<file path="src/hdl/sckb_pkg.sv">
package sckb_pkg;

  // frame buffer geometry
  localparam int LINE_STRIDE = 512;
  localparam int FRAME_WORDS = 139264;
  localparam int PIXEL_STEP  = 1;
  localparam int MAX_SCALE   = 8;

  // visible area corner
  localparam int VIS_LAST_X = 479;
  localparam int VIS_LAST_Y = 271;
  localparam int VIS_SPAN   = VIS_LAST_X * PIXEL_STEP + VIS_LAST_Y * LINE_STRIDE;

  // field widths
  localparam int COORD_W = 9;
  localparam int PIX_W   = 16;
  localparam int MAG_W   = 4;
  localparam int WADDR_W = 19;
  localparam int CFG_W   = 9;
  localparam int IDX_W   = 3;

  // scaled source offset: 9-bit position times 4-bit magnification
  localparam int POS_W  = COORD_W + MAG_W;
  // internal linear address, wide enough for unclipped block corners
  localparam int ADDR_W = 23;

  localparam logic [PIX_W-1:0] KEY_COLOR = 16'h7c1f;

  // configuration register indexes
  typedef enum logic [IDX_W-1:0] {
    REG_DEST_X      = 3'd0,
    REG_DEST_Y      = 3'd1,
    REG_BLIT_WIDTH  = 3'd2,
    REG_BLIT_HEIGHT = 3'd3,
    REG_SCALE       = 3'd4,
    REG_KEY_ENABLE  = 3'd5,
    REG_DRAW_FRAME  = 3'd6
  } reg_idx_t;

endpackage

</file>
<file path="src/hdl/scaled_color_key_blitter.sv">
// path: an item passes stages 1 to 3, the write generator, the output register
// throughput: one item per cycle at scale 1 or with keying; any other item that
//   is drawn holds the write generator while it walks its mag by mag block, mag
//   being the scale saturated at eight; items dropped in stage 1 do not hold it
// reset: rst restores the configuration registers and empties the pipeline
// the receiver cannot stall: each write is shown for one cycle with strobe
module scaled_color_key_blitter (
  input  logic                          clk,
  input  logic                          rst,
  // configuration write port
  input  logic                          cfg_we,
  input  logic [sckb_pkg::IDX_W-1:0]    cfg_index,
  input  logic [sckb_pkg::CFG_W-1:0]    cfg_data,
  // item input
  input  logic                          start,
  output logic                          busy,
  input  logic [sckb_pkg::COORD_W-1:0]  src_col,
  input  logic [sckb_pkg::COORD_W-1:0]  src_row,
  input  logic [sckb_pkg::PIX_W-1:0]    pixel,
  // write output
  output logic                          strobe,
  output logic [sckb_pkg::WADDR_W-1:0]  write_addr,
  output logic [sckb_pkg::PIX_W-1:0]    write_data,
  output logic                          last_write
);

  localparam int AW = sckb_pkg::ADDR_W;
  localparam int MW = sckb_pkg::MAG_W;
  localparam int PW = sckb_pkg::POS_W;

  // configuration registers
  logic [sckb_pkg::COORD_W-1:0] dest_x, dest_y, blit_width, blit_height;
  logic [MW-1:0]                scale;
  logic                         key_enable, draw_frame;

  always_ff @(posedge clk) begin
    if (rst) begin
      dest_x      <= '0;
      dest_y      <= '0;
      blit_width  <= sckb_pkg::COORD_W'(1);
      blit_height <= sckb_pkg::COORD_W'(1);
      scale       <= MW'(1);
      key_enable  <= 1'b0;
      draw_frame  <= 1'b0;
    end else if (cfg_we) begin
      unique case (cfg_index)
        sckb_pkg::REG_DEST_X:      dest_x      <= cfg_data;
        sckb_pkg::REG_DEST_Y:      dest_y      <= cfg_data;
        sckb_pkg::REG_BLIT_WIDTH:  blit_width  <= cfg_data;
        sckb_pkg::REG_BLIT_HEIGHT: blit_height <= cfg_data;
        sckb_pkg::REG_SCALE:       scale       <= cfg_data[MW-1:0];
        sckb_pkg::REG_KEY_ENABLE:  key_enable  <= cfg_data[0];
        sckb_pkg::REG_DRAW_FRAME:  draw_frame  <= cfg_data[0];
        default: ;
      endcase
    end
  end

  // visible address window of the selected frame
  logic [AW-1:0] win_lo, win_hi;
  assign win_lo = draw_frame ? AW'(sckb_pkg::FRAME_WORDS) : '0;
  assign win_hi = win_lo + AW'(sckb_pkg::VIS_SPAN);

  // pipeline handshake
  logic s1_valid, s2_valid, s3_valid, g_active;
  logic g_final, adv, s2_move, s1_move;

  assign adv     = !g_active || g_final;
  assign s2_move = !s3_valid || adv;
  assign s1_move = !s2_valid || s2_move;
  assign busy    = s1_valid && !s1_move;

  // stage 1: captured item
  logic [sckb_pkg::COORD_W-1:0] s1_col, s1_row;
  logic [sckb_pkg::PIX_W-1:0]   s1_pix;

  always_ff @(posedge clk) begin
    if (rst) begin
      s1_valid <= 1'b0;
    end else if (!busy) begin
      s1_valid <= start;
    end
  end

  always_ff @(posedge clk) begin
    if (!busy && start) begin
      s1_col <= src_col;
      s1_row <= src_row;
      s1_pix <= pixel;
    end
  end

  // magnification; rejects items outside the blit, keyed out or at scale zero
  logic [MW-1:0] s1_mag;
  logic          s1_keep;

  always_comb begin
    if (key_enable) begin
      s1_mag = MW'(1);
    end else if (scale > MW'(sckb_pkg::MAX_SCALE)) begin
      s1_mag = MW'(sckb_pkg::MAX_SCALE);
    end else begin
      s1_mag = scale;
    end
    s1_keep = (s1_col < blit_width) && (s1_row < blit_height) &&
              !(key_enable && (s1_pix == sckb_pkg::KEY_COLOR)) &&
              (s1_mag != '0);
  end

  // stage 2: scaled source offsets
  logic [PW-1:0]              s2_colm, s2_rowm;
  logic [MW-1:0]              s2_mag;
  logic [sckb_pkg::PIX_W-1:0] s2_pix;

  always_ff @(posedge clk) begin
    if (rst) begin
      s2_valid <= 1'b0;
    end else if (s1_move) begin
      s2_valid <= s1_valid && s1_keep;
    end
  end

  always_ff @(posedge clk) begin
    if (s1_move) begin
      s2_colm <= PW'(s1_col) * PW'(s1_mag);
      s2_rowm <= PW'(s1_row) * PW'(s1_mag);
      s2_mag  <= s1_mag;
      s2_pix  <= s1_pix;
    end
  end

  // stage 3: linear address of the block corner and the row jump
  logic [AW-1:0]              s3_addr, s3_jump;
  logic [MW-1:0]              s3_mag;
  logic [sckb_pkg::PIX_W-1:0] s3_pix;
  logic [AW-1:0]              x0, y0;

  assign x0 = AW'(dest_x) + AW'(s2_colm);
  assign y0 = AW'(dest_y) + AW'(s2_rowm);

  always_ff @(posedge clk) begin
    if (rst) begin
      s3_valid <= 1'b0;
    end else if (s2_move) begin
      s3_valid <= s2_valid;
    end
  end

  always_ff @(posedge clk) begin
    if (s2_move) begin
      s3_addr <= win_lo + x0 * AW'(sckb_pkg::PIXEL_STEP) + y0 * AW'(sckb_pkg::LINE_STRIDE);
      s3_jump <= AW'(sckb_pkg::LINE_STRIDE) -
                 AW'(s2_mag - MW'(1)) * AW'(sckb_pkg::PIXEL_STEP);
      s3_mag  <= s2_mag;
      s3_pix  <= s2_pix;
    end
  end

  // write generator: walks the block in row-major order
  logic [AW-1:0]              g_addr, g_jump, g_addr_nx;
  logic [MW-1:0]              g_mx, g_my, g_mag;
  logic [sckb_pkg::PIX_W-1:0] g_pix;
  logic                       g_row_end, g_in, g_nx_in;

  assign g_row_end = (g_mx == g_mag - MW'(1));
  assign g_final   = g_row_end && (g_my == g_mag - MW'(1));
  assign g_addr_nx = g_row_end ? g_addr + g_jump : g_addr + AW'(sckb_pkg::PIXEL_STEP);
  assign g_in      = (g_addr >= win_lo) && (g_addr <= win_hi);
  assign g_nx_in   = (g_addr_nx >= win_lo) && (g_addr_nx <= win_hi);

  always_ff @(posedge clk) begin
    if (rst) begin
      g_active <= 1'b0;
    end else if (adv) begin
      g_active <= s3_valid;
    end
  end

  always_ff @(posedge clk) begin
    if (adv) begin
      g_addr <= s3_addr;
      g_jump <= s3_jump;
      g_mag  <= s3_mag;
      g_pix  <= s3_pix;
      g_mx   <= '0;
      g_my   <= '0;
    end else begin
      g_addr <= g_addr_nx;
      if (g_row_end) begin
        g_mx <= '0;
        g_my <= g_my + MW'(1);
      end else begin
        g_mx <= g_mx + MW'(1);
      end
    end
  end

  // output register; addresses rise within a block, so the visible writes
  // form one run; the last one ends the block or is the last inside the window
  always_ff @(posedge clk) begin
    if (rst) begin
      strobe <= 1'b0;
    end else begin
      strobe <= g_active && g_in;
    end
  end

  always_ff @(posedge clk) begin
    write_addr <= g_addr[sckb_pkg::WADDR_W-1:0];
    write_data <= g_pix;
    last_write <= g_final || !g_nx_in;
  end

endmodule

</file>
<file path="config.mk">
export PLATFORM = sky130hd
export DESIGN_NAME = scaled_color_key_blitter
export DESIGN_NICKNAME = d
export VERILOG_FILES = /design/src/hdl/sckb_pkg.sv /design/src/hdl/scaled_color_key_blitter.sv
export SDC_FILE = /design/constraint.sdc
export NUM_CORES = 1
export LEC_CHECK = 0
export BUFFER_PORTS_ARGS = -buffer_cell sky130_fd_sc_hd__buf_2
export CAP_MARGIN = 30
export CORE_MARGIN = 2
export CORE_UTILIZATION = 57
export DETAILED_ROUTE_END_ITERATION = 12
export PLACE_DENSITY_LB_ADDON = 0.15
export SYNTH_ARGS = -nofsm -noshare
export SYNTH_HDL_FRONTEND = slang
export SYNTH_SLANG_ARGS = --single-unit
</file>
<file path="constraint.sdc">
create_clock -name clk -period 5.9 [get_ports clk]
set_clock_uncertainty 0.15 [all_clocks]
set_input_delay 1.475 -clock clk [delete_from_list [all_inputs] [get_ports clk]]
set_output_delay 1.475 -clock clk [all_outputs]
set_load 0.02 [all_outputs]
</file>
# == Yosys cells after proc, flatten, opt, wreduce, memory -nomap -nowiden ==
# Cells that the tools add are included.
# totals
word_cells,99
input_bits,50
regBits,303
# classes
n_mux,5
n_lt_le_gt_ge,7
n_reduce_logical,32
n_addsub,12
eq_ne,9
multipliers,2
# ops
cell,count
23-bit by 18-bit >= comparator with 1-bit output,2
23-bit by 19-bit less-or-equal comparator with 1-bit output,2
23-bit two-way mux,2
9-bit by 13-bit adder with 14-bit output,2
9-bit by 4-bit multiplier with 13-bit output,2
19-bit by 23-bit adder with 23-bit output,1
23-bit by 1-bit adder with 23-bit output (second input constant),1
23-bit adder,1
18-bit by 14-bit adder with 19-bit output,1
18-bit by 18-bit adder with 19-bit output (second input constant),1
9-bit less-than comparator,2
18-bit two-way mux,1
16-bit by 15-bit equality test with 1-bit output (second input constant),1
2-bit AND reduction,7
11-bit by 5-bit subtractor with 12-bit output (first input constant),1
1-bit logical AND,11
3-bit equality test (second input constant),3
4-bit by 1-bit adder with 4-bit output (second input constant),2
4-bit equality test,2
4-bit two-way mux,2
1-bit zero test,7
3-bit by 2-bit equality test with 1-bit output (second input constant),2
4-bit by 1-bit subtractor with 5-bit output (second input constant),1
4-bit > comparator (second input constant),1
other kinds (6),9

# == Longest topological paths before layout ==
# depth
word_depth,10
mapped_depth,24
depth_no_buf,23

# == Least setup slack after synthesis ==
# Ideal clock, no wire load.
# synth_path
path_kind,reg-to-reg
start,reg g_mag[0]
end,reg last_write
t_arrival_ns,4.624
stages_incl_launch_ff,24
n_path_buf,1
setup_time_ns,0.134
slack_ns,0.992
path_cell_list,edfxtp_1 inv_1 ha_1 xor2_1 xnor2_1 nand3_1 nor2_1 clkbuf_1 nand2_1 inv_1 ha_1 a211oi_1 o21ai_1 and2_1 o31a_1 and3_1 xor2_1 ha_1 nand2b_1 a21oi_1 nor2_1 and3_1 a2bb2oi_1 or4_1
# synth_via
elab_chain_len,7
# synth_lines
item,line,text
from (decl),scaled_color_key_blitter.sv:161,"logic [MW-1:0] g_mx, g_my, g_mag;"
from (signal assigned),scaled_color_key_blitter.sv:183,g_mag <= s3_mag;
4-bit by 1-bit subtractor with 4-bit output *,"scaled_color_key_blitter.sv:165, scaled_color_key_blitter.sv:166",
4-bit equality test,scaled_color_key_blitter.sv:165,assign g_row_end = (g_mx == g_mag - MW'(1));
23-bit two-way mux,scaled_color_key_blitter.sv:167,assign g_addr_nx = g_row_end ? g_addr + g_jump : g_addr + AW'(sckb_pkg::PIXEL_STEP);
23-bit by 18-bit >= comparator with 1-bit output or 23-bit by 19-bit less-or-equal comparator with 1-bit output (tied branches),scaled_color_key_blitter.sv:169,assign g_nx_in = (g_addr_nx >= win_lo) && (g_addr_nx <= win_hi);
1-bit logical AND,scaled_color_key_blitter.sv:169,
1-bit zero test,scaled_color_key_blitter.sv:211,last_write <= g_final || !g_nx_in;
1-bit logical OR *,scaled_color_key_blitter.sv:211,
to (signal assigned),scaled_color_key_blitter.sv:211,
to (decl),scaled_color_key_blitter.sv:24,output logic last_write
# Every way passes the cells marked *; elsewhere a longest branch is shown, timed or not.
# A chain may end at the register's enable or synchronous reset.

# == Worst setup path in the final report ==
# Same ends and word-level chain as after synthesis.

==> key figures <==
Run status
  • Outcome: finished clean

Global route
  • Global-route wire length before repair: 41.6 mm
  • Initial antenna violation count: 0
  • Largest net degree at the start of global routing: 51
  • GRT Residual Overflow: 0
  • Vias in the first global route: 8,449
  • All-Layer GR Usage: 21.0%

Clocking
  • Post-cts hold buffer count: 0
  • Post-CTS Setup Bufs: 0
  • TritonCTS buffer count: 29
  • CTS resizes: 0
  • Clock transition at path regs: 0.07 ns
  • Clock latency on the worst-skew pair: 0.56 ns
  • Root buffer cell: clkbuf_16
  • Deepest clock path buffer count: 3
  • Clock sink count: 277
  • H-tree Lvls: 1
  • CTS tree: done

Power and ir drop
  • Sequential Power Share: 46.3%
  • Comb pwr share: 15.3%
  • Net Sw Power: 1.35 mW
  • Power Dens Cells: 336 nW/um2
  • Max VDD drop: 209 uV
  • Internal Power: 3.82 mW
  • Net Sw Frac: 26.1%
  • LEAKAGE: 6.55 nW
  • Clock power share: 38.4%

Yosys
  • Sequential area share after synthesis: 53.1%
  • Post-synthesis cell area: 13,500 um2
  • Async set-reset flop share out of synthesis: 0%
  • Area leader, netlist: edfxtp_1
  • Count of cell types in the netlist: 66
  • Synthesized instance count: 1,211
  • Synthesized area per cell: 11.2 um2
  • Ys flop type: edfxtp_1
  • EDFF count, synth: 163
  • Most frequent cell after synthesis: nand2_1
  • Net Count, Synth: 1,395
  • Top area cells in the synthesized netlist: edfxtp_1, dfxtp_1, ha_1, nand2_1, fa_1
  • Leading cell types by count after synthesis: nand2_1, edfxtp_1, dfxtp_1, ha_1, inv_1
  • Ys Warns: 0
  • Seq cells post-synth: 277
  • Share of the synthesized area in the top cell type: 36.2%

Placement
  • DP Worst Slack: 0.562 ns
  • DP HPWL: 18.5 mm
  • # port buffers: 87
  • Placer Congestion: 0.914

Floorplan
  • Core area: 23,300 um2
  • I/O pin count: 88
  • Die Ht: 158 um
  • Row Count: 56
  • Die area: 24,900 um2
  • Initial Util: 57.9%
  • Die width: 158 um

STA
  • Period utilisation layout: 90.1%
  • Fin. Hold Viols: 0
  • Final worst setup slack: 0.585 ns
  • Fin crit period: 5.32 ns
  • RSZ-0062 raised after global routing: no
  • Max Clock Freq: 188 MHz
  • Final setup vio count: 0
  • Rel. slew slack: 35.3%
  • Pins Over Slew Limit: 0
  • Setup TNS: 0 ns
  • Worst slew pin tran: 0.966 ns

Run
  • MaxCap Viol Count: 0

Detailed routing
  • Drt drc: 0
  • Antenna violation net count after detailed routing: 0
  • DRT Wirelength: 25.6 mm
  • Via count: 8,751
  • Pre-antenna DRT Iters: 5
  • Wire per inst: 15.5 um
  • Vias per cell: 5.30
  • DR iter-0 viols: 504

Worst setup path
  • Worst Path Required: 6.18 ns
  • CP peak stage delay: 0.53 ns
  • Critical Path AT: 5.59 ns
  • R2R depth: 21
  • Crit Path Max Fanout: 10
  • CP Cell Sequence: inv_1, ha_1, xor2_1, xnor2_1, nand3_1, nor2_1, nand2_1, fa_1, nor2b_4, o31a_1, o21ai_1, a21oi_2, nand2b_1, nor2_1, xor2_1, ha_1, a211oi_1, and2_2, a31o_1, a2bb2oi_1, or4_1
  • CP endpoint kind: flop
  • Reg2reg setup slack: 0.58 ns
  • WS Path Type: flop to flop
  • CP startpoint kind: flop
  • RR Startpoint: g_mag[0]
  • Launch point of the worst path: g_mag[0]
  • Reg2reg end: last_write
  • CP max stage cell: or4_1
  • CP endpoint: last_write

Worst hold path
  • Worst Hold Class: flop to flop

Final layout
  • Synth-to-Final Area Change: 13.8%
  • # nets final: 1,493
  • Share of cells above drive strength 1: 12.1%
  • N_diodes: 0
critical path, delay by kind of cell, from the launching register on:
kind / cells / cell delay, ns
buf+inv: 1 / 0.07
fa+ha+maj: 3 / 1.02
simple gates: 8 / 1.89
xor+xnor: 3 / 0.72
compound gates: 6 / 0.91
flops: 1 / 0.43
routing by layer:
layer / vias to the layer above / track usage (%) / routed length (um)
met4: 0 / 6.88 / 666
met3: 52 / 2.93 / 1220
met5: - / 0 / 0
met2: 196 / 35.6 / 12200
li1: 4402 / - / -
met1: 4101 / 28.0 / 11500
worst min-delay path by stage:
stage / depth (start not counted) / startpoint / endpoint
2_1_floorplan: 0 / g_pix[0] / write_data[0]
3_3_place_gp: 0 / g_pix[8] / write_data[8]
3_5_place_dp: 0 / g_pix[2] / write_data[2]
4_1_cts: 0 / g_pix[7] / write_data[7]
5_1_grt: 0 / g_pix[10] / write_data[10]
6_report: 0 / g_pix[7] / write_data[7]
layout by cell type, fill, tap and decap left out, types with 6 or more instances in the layout:
cell       netlist  final
nand2_1        176    175
edfxtp_1       163    163
dfxtp_1        114    114
ha_1           103    103
inv_1           91     91
buf_2            0     88
a21oi_1         78     78
xnor2_1         62     62
nor2_1          52     51
and2_1          46     46
o21ai_0         31     31
fa_1            31     31
clkbuf_16        0     29
xor2_1          25     25
a21o_1          21     21
nand3_1         19     18
o21bai_1        17     17
nand4_1         11     11
nor2b_1         11     11
nor3_1          10     10
a211oi_1        10     10
nand2b_1        10     10
o21a_1           9      9
and3_1           9      9
a31oi_1          7      7
bufinv_16        0      7
buf_4            0      7
mux2i_1          6      6
through the flow:
stage | power, mW | util [%] | hold slack [ns] | cells | instance area, um2
floorplan | 2.96 | - | 0.173 | 1211 | 13500
CTS | 5.21 | 65.9 | 0.189 | 1651 | 15400
global placement | 3.20 | 61.3 | 0.174 | 1596 | 14300
detailed placement | 3.22 | 61.4 | 0.177 | 1597 | 14300
global route | 5.40 | 65.9 | 0.194 | 1651 | 15400
finish | 5.17 | 65.9 | 0.185 | 1651 | 15400
power groups by stage:
stage,combinational [mW],sequential (mW),clock (mW)
after detailed placement,0.784,2.44,0
after CTS,0.791,2.40,2.02
after global routing,0.884,2.42,2.10
after global placement,0.770,2.43,0
after floorplan,0.528,2.43,0
final,0.791,2.40,1.99
kinds of logic after synthesis:
| kind of cell | synth area share [%] |
|---|---|
| buf+inv | 3.34 |
| compound gates | 9.62 |
| xor+xnor | 5.64 |
| flops | 53.1 |
| simple gates | 13.7 |
| mux | 0.445 |
| fa+ha+maj | 14.1 |
final cells by class:
cell class / instances / area (um2)
well taps: 319 / 399
repair buffers: 95 / 493
clock inverters: 19 / 298
inverters: 92 / 345
flip-flops and latches: 277 / 7180
fillers: 1827 / 7960
clock buffers: 35 / 758
multi-input cells: 814 / 5900
sequential cells by signal, summed over array words and instances (netlist names), 10 cells and up:
register	flops
s3_addr	23
s2_colm	13
g_jump	10
s3_pix	16
s2_rowm	13
write_addr	19
g_pix	16
g_addr	23
s1_pix	16
write_data	16
s2_pix	16
s3_jump	10
(Power assumes the default switching activity.)
